File: src/rtl/core/crtm_pkg.sv
// Shared types, constants and arithmetic helpers for the CRT merge block.
// No dependencies; every other file of the block imports this package.
package crtm_pkg;

    localparam int ACC_WIDTH_DEF = 128;
    localparam int RES_W         = 64;
    localparam int MOD_W         = 63;
    localparam int WORD_W        = 64;

    localparam logic [1:0] ST_OK         = 2'd0;
    localparam logic [1:0] ST_ZERO_MOD   = 2'd1;
    localparam logic [1:0] ST_NOT_COPRIME = 2'd2;
    localparam logic [1:0] ST_OVERFLOW   = 2'd3;

    typedef struct packed {
        logic [RES_W-1:0] residue;
        logic [MOD_W-1:0] modulus;
        logic             last;
    } crtm_in_t;

    typedef struct packed {
        logic [WORD_W-1:0] combined_residue_low;
        logic [WORD_W-1:0] combined_residue_high;
        logic [WORD_W-1:0] combined_modulus_low;
        logic [WORD_W-1:0] combined_modulus_high;
        logic [1:0]        status;
        logic              final_flag;
    } crtm_out_t;

    // Status of the serial multiplier toward the sequencer.
    typedef struct packed {
        logic done;
        logic ovf;
    } crtm_mul_stat_t;

    // One step of a shift-subtract reduction: (2*rem + bit) mod m, rem < m.
    function automatic logic [MOD_W-1:0] red_step(input logic [MOD_W-1:0] rem,
                                                 input logic bit_in,
                                                 input logic [MOD_W-1:0] m);
        logic [MOD_W:0] v;
        v = {rem, bit_in};
        if (v >= {1'b0, m}) begin
            v = v - {1'b0, m};
        end
        return v[MOD_W-1:0];
    endfunction

    // One Horner step of a modular product: (2*acc + bit*add) mod m, acc, add < m.
    function automatic logic [MOD_W-1:0] mod_horner(input logic [MOD_W-1:0] acc,
                                                   input logic bit_in,
                                                   input logic [MOD_W-1:0] add,
                                                   input logic [MOD_W-1:0] m);
        logic [MOD_W+1:0] s;
        logic [MOD_W+1:0] m1;
        logic [MOD_W+1:0] m2;
        s  = {1'b0, acc, 1'b0} + {2'b00, (bit_in ? add : {MOD_W{1'b0}})};
        m1 = {2'b00, m};
        m2 = {1'b0, m, 1'b0};
        if (s >= m2) begin
            s = s - m2;
        end else if (s >= m1) begin
            s = s - m1;
        end
        return s[MOD_W-1:0];
    endfunction

endpackage

File: src/rtl/core/crtm_wmul.sv
// Bit-serial multiplier: wide accumulator value times a 63-bit scalar,
// one multiplier bit per cycle, with sticky overflow. Depends on crtm_pkg.
module crtm_wmul
    import crtm_pkg::*;
#(
    parameter int ACC_W = ACC_WIDTH_DEF
) (
    input  logic                 aclk,
    input  logic                 aresetn,
    input  logic                 start,
    input  logic [ACC_W-1:0]     mcand,
    input  logic [MOD_W-1:0]     mplier,
    output logic [ACC_W-1:0]     product,
    output crtm_mul_stat_t       stat
);

    localparam int CW = $clog2(MOD_W);

    logic              run_reg, run_next;
    logic              done_reg, done_next;
    logic              ovf_reg, ovf_next;
    logic [CW-1:0]     cnt_reg, cnt_next;
    logic [MOD_W-1:0]  sh_reg, sh_next;
    logic [ACC_W-1:0]  prod_reg, prod_next;
    logic [ACC_W+1:0]  sum;

    always_comb begin
        sum = {1'b0, prod_reg, 1'b0}
            + {2'b00, (sh_reg[MOD_W-1] ? mcand : {ACC_W{1'b0}})};
        run_next  = run_reg;
        done_next = 1'b0;
        ovf_next  = ovf_reg;
        cnt_next  = cnt_reg;
        sh_next   = sh_reg;
        prod_next = prod_reg;
        if (start) begin
            run_next  = 1'b1;
            ovf_next  = 1'b0;
            cnt_next  = '0;
            sh_next   = mplier;
            prod_next = '0;
        end else if (run_reg) begin
            // Horner intermediates never exceed the final product, so a
            // carry past the top at any step means the product overflows.
            prod_next = sum[ACC_W-1:0];
            ovf_next  = ovf_reg | (sum[ACC_W+1:ACC_W] != 2'b00);
            sh_next   = {sh_reg[MOD_W-2:0], 1'b0};
            cnt_next  = cnt_reg + 1'b1;
            if (cnt_reg == CW'(MOD_W - 1)) begin
                run_next  = 1'b0;
                done_next = 1'b1;
            end
        end
    end

    always_ff @(posedge aclk) begin
        if (!aresetn) begin
            run_reg  <= 1'b0;
            done_reg <= 1'b0;
        end else begin
            run_reg  <= run_next;
            done_reg <= done_next;
        end
        ovf_reg  <= ovf_next;
        cnt_reg  <= cnt_next;
        sh_reg   <= sh_next;
        prod_reg <= prod_next;
    end

    assign product  = prod_reg;
    assign stat.done = done_reg;
    assign stat.ovf  = ovf_reg;

endmodule

File: config.mk
export PLATFORM = sky130hd
export DESIGN_NAME = crtm_wmul
export DESIGN_NICKNAME = d
export VERILOG_FILES = /design/src/rtl/core/crtm_pkg.sv /design/src/rtl/core/crtm_wmul.sv
export SDC_FILE = /design/constraint.sdc
export NUM_CORES = 1
export LEC_CHECK = 0
export BUFFER_PORTS_ARGS = -buffer_cell sky130_fd_sc_hd__buf_2
export CORE_ASPECT_RATIO = 1.75
export CORE_UTILIZATION = 62
export CTS_CLUSTER_DIAMETER = 120
export DETAILED_ROUTE_END_ITERATION = 8
export PLACE_DENSITY = 0.89
export SYNTH_ARGS = -nofsm -noshare
export SYNTH_HDL_FRONTEND = slang
export SYNTH_SLANG_ARGS = --single-unit
export TNS_END_PERCENT = 20
File: constraint.sdc
create_clock -name aclk -period 9.31 [get_ports aclk]
set_input_delay 0.931 -clock aclk [delete_from_list [all_inputs] [get_ports aclk]]
set_output_delay 0.931 -clock aclk [all_outputs]
set_load 0.03 [all_outputs]
# After elaboration in Yosys (flattened, before gate mapping)
# Cells that the tools add are included.
# totals
output_inout_bits,130
regBits,200
in_bits,194
# classes
bitwise_logic,3
n_reduce_logical,3
mux,7
add_sub_neg,2
eq_ne,1
# op_table
operator,n
$add 129x128->130,1
$mux 128,1
$mux 63,2
$add 6x1->6 const B,1
$eq 6x6->1 const B,1
$mux 1,4
$reduce_bool 2->1,2
$reduce_or 3->1,1
$not 1->1,2
$or 1x1->1,1

# Logic depth before layout (Yosys ltp)
# depth
depth_word,4
depth_mapped,17
mapped_depth_nobuf,15

# Least setup slack after synthesis
# No wires, ideal clock.
# synth_timing
path_kind,input to register
startpoint,input mcand[65]
endpoint,"register prod_reg[100], in the netlist product[100]"
arrival_ps,3754
setup_ps,62
cell_stages,13
slack_ps,5494
t_required_ps,9248
path_cell_list,and2_1 -> ha_1 -> buf_6 -> nand4_4 -> or3_1 -> or3_4 -> o41ai_2 -> a21oi_1 -> and3_4 -> o21a_1 -> o21a_1 -> or4_1 -> nand3_1
# synth_via
elab_chain_len,2
# synth_rtl
element,line,source
from (decl),crtm_wmul.sv:11,"input logic [ACC_W-1:0] mcand,"
$mux 128,crtm_wmul.sv:29,"+ {2'b00, (sh_reg[MOD_W-1] ? mcand : {ACC_W{1'b0}})};"
$add 129x128->130,crtm_wmul.sv:29,
to (signal assigned),crtm_wmul.sv:67,prod_reg <= prod_next;
to (decl),crtm_wmul.sv:24,"logic [ACC_W-1:0] prod_reg, prod_next;"
# No other way between the ends.
# A chain may end at the register's enable or synchronous reset.

# Worst setup path after layout
# layout_timing
startpoint,register sh_reg[62]
endpoint,"register prod_reg[119], in the netlist product[119]"
# layout_via
elab_chain_len,2
# layout_rtl
element,line,source
from (decl),crtm_wmul.sv:23,"logic [MOD_W-1:0] sh_reg, sh_next;"
from (signal assigned),crtm_wmul.sv:66,sh_reg <= sh_next;
$mux 128,crtm_wmul.sv:29,
$add 129x128->130,crtm_wmul.sv:29,
# No other way between the ends.

==> flow_summary.toml <==
[logic_synthesis]
syn_nets = 2441
synth.largest_area_cell = "dfxtp_1"
yosysUniqueCellTypes = 71
synthSimpleGateAreaFrac_pct = 21.82
yosysWarningCount = 0
synth-seq-area-share_pct = 27.80
synthMuxAreaShare_pct = 7.250
synth_xor_area_share_pct = 6.251
postSynthCellCount = 2117
synth_top_area_share_pct = 16.45
synth.cell_area_um2 = 16670
synth-compound-area-share_pct = 22.89
synthTopCellsByArea = "dfxtp_1 (16%), edfxtp_1 (11%), ha_1 (9.7%)"
syn_avg_cell_area_um2 = 7.875
async_flop_share_pct = 0
ys_ff_latch = 200
synth_edf_count = 63
synth_top_family_by_area = "compound AO/OA/AOI/OAI gates"
synth_fa_ha_area_share_pct = 9.801
synth-main-ff-cell = "dfxtp_1"

[worst_setup_path]
setup.worst_path.class = "reg -> reg"
crit_path_max_incr_delay_ns = 0.62
cp_slowest_cell = "o21ai_1"
crit_arrival_ns = 5.91
required_ns = 9.73
cp_cell_sequence = "buf_4 > and2_1 > ha_1 > inv_1 > fa_1 > nand2b_1 > a21oi_1 > o21ai_0 > a21oi_1 > nor4_1 > o21ai_1 > a41oi_1 > o21ai_1 > a31oi_1 > or4_1 > nand3_1"
cp-start-kind = "flip-flop"
cp-end-kind = "flip-flop"
cp_max_fo = 61

[clocking]
clk_path_buf_depth = 2
cts.clk_slew.worst_paths_ns = 0.09
root_buffer = "clkbuf_16"
post_cts_buffers = 0
cts_max_level = 4
insertion_delay_ns = 0.49
cts_tree = "built"
postCtsHoldBufs = 0
cts_inserted_buffers = 17
cts_sinks = 200
post_cts_resized = 0

[finish]
layout_common_cells = "buf_2 (322), a21oi_1 (228), nor2_1 (212)"
multiInputGateArea_um2 = 11350
nFillCells = 2090
stdcell_count = 2693
fin_util_pct = 71.56
final_common_cell = "buf_2"
drive_gt1_share_pct = 19.11
largest_reg_flops = 128
fin_nets = 2671
design_area_um2 = 18960
regArea_um2 = 4638
area_growth_pct = 13.70

[sta]
fin_crit_ns = 5.488
clock.fmax_mhz = 182.2
finalCritPeriodShare_pct = 58.94
finalSetupViolCount = 0
final_hold_viol_count = 0
relSlewSlack_pct = 20.10
timing.final.max_slew_violations = 0
worst_pin_slew_ns = 1.199
clock_skew_ns = 0.01502
rsz0062_at_grt = "false"
fin_setup_tns_ns = 0

[placed_design]
dp_hpwl_um = 48150
dp.cells = 2652
gp_congestion = 1.071
placement.cell_area_um2 = 18280
portBuffers = 323

[drt]
dr.pass1.iters = 6
drc = 0
vias = 17810
antenna_left = 0
wirelength_um = 62750
drt_iter0_markers = 1618
vias_per_cell = 6.612
wl_per_cell_um = 23.30

[worst_hold_path]
min_path_type = "reg -> reg"

[power]
ir_drop_mv = 0.1366
power_density_nw_per_um2 = 143.8
total_power_w = 0.002727
p_leak_nw = 8.291

[floorplan]
io_pins = 324
row_count = 79
core_um2 = 26490
dieArea_um2 = 27580
die_h_um = 218.9
start_util_pct = 62.94
die_width_um = 126.0

[status]
status = "finished clean"

[run]
drv_cap = 0

[global_route]
antenna_found_initial = 9
grt_pass1_vias = 17640
grt_overflow = 0
grt_pass1_wl_um = 94380
grt_usage_pct = 45.04
grt_start_max_net_pins = 90
[area by class of cell]
type	instances	share of cell area (%)
Clock inverter	15	1.188
Inverter	54	1.069
Antenna cell	9	0.1188
Sequential cell	200	24.47
Multi-Input combinational cell	1742	59.87
Tap cell	324	2.139
Timing Repair Buffer	332	8.898
Clock buffer	17	2.244
[logic make-up after synthesis]
kind of cell	count (synthesis)
AOI/OAI and AO/OA	633
adders and majority gates	130
DFF	200
muxes	113
buffers and inverters	175
and+or+nand+nor	747
xor gates and xnor gates	119
[cells in the mapped netlist, drive strengths merged (39+ instances only)]
master  instances
a21oi         228
nor2          213
nand2         203
o21ai         173
dfxtp         137
and2          135
ha            129
clkbuf        104
nand4          70
xnor2          68
edfxtp         63
mux2           62
a21o           54
inv            54
mux2i          51
xor2           51
o21bai         39
[layer usage]
layer  global-route usage [%]  vias up  part of all wire, %
met4                    44.58        2                   10
met5                        0        -                0.018
met2                    78.86     1062                   50
met3                    10.48      390                  7.6
li1                         -     8085                    -
met1                    42.54     8266                   32
[final timing paths]
path                            startpoint                        end  slack (ns)  depth (start not counted)
setup / recovery      sh_reg[62]$_DFFE_PP_  product[119]$_SDFFE_PP0P_        3.82                         16
hold / removal    product[94]$_SDFFE_PP0P_   product[94]$_SDFFE_PP0P_        0.48                          2
setup reg to reg      sh_reg[62]$_DFFE_PP_  product[119]$_SDFFE_PP0P_        3.82                         16
hold reg to reg   product[94]$_SDFFE_PP0P_   product[94]$_SDFFE_PP0P_        0.48                          2
[power breakdown]
group | total (W) | switching [W] | internal, W
Combinational | 0.000864 | 0.000558 | 0.000307
Clock | 0.000826 | 0.000444 | 0.000382
Sequential | 0.00104 | 0.0000570 | 0.000979
[per-stage QoR]
| stage | hold WS, ns | setup slack, ns |
|---|---|---|
| after floorplan | 0.4584 | 5.494 |
| after global placement | 0.4650 | 4.000 |
| after detailed placement | 0.4715 | 3.946 |
| after CTS | 0.4870 | 4.064 |
| after global routing | 0.5146 | 3.682 |
| final | 0.4823 | 3.822 |
[critical path, delay by kind of cell, from the launching register on]
kind	cells	cell delay (ns)
AO/OA/AOI/OAI	7	2.79
AND/OR/NAND/NOR	5	1.12
adder cells (fa/ha/maj)	2	0.64
buffers and inverters	2	0.51
flip-flops	1	0.33
(Power assumes the default switching activity.)
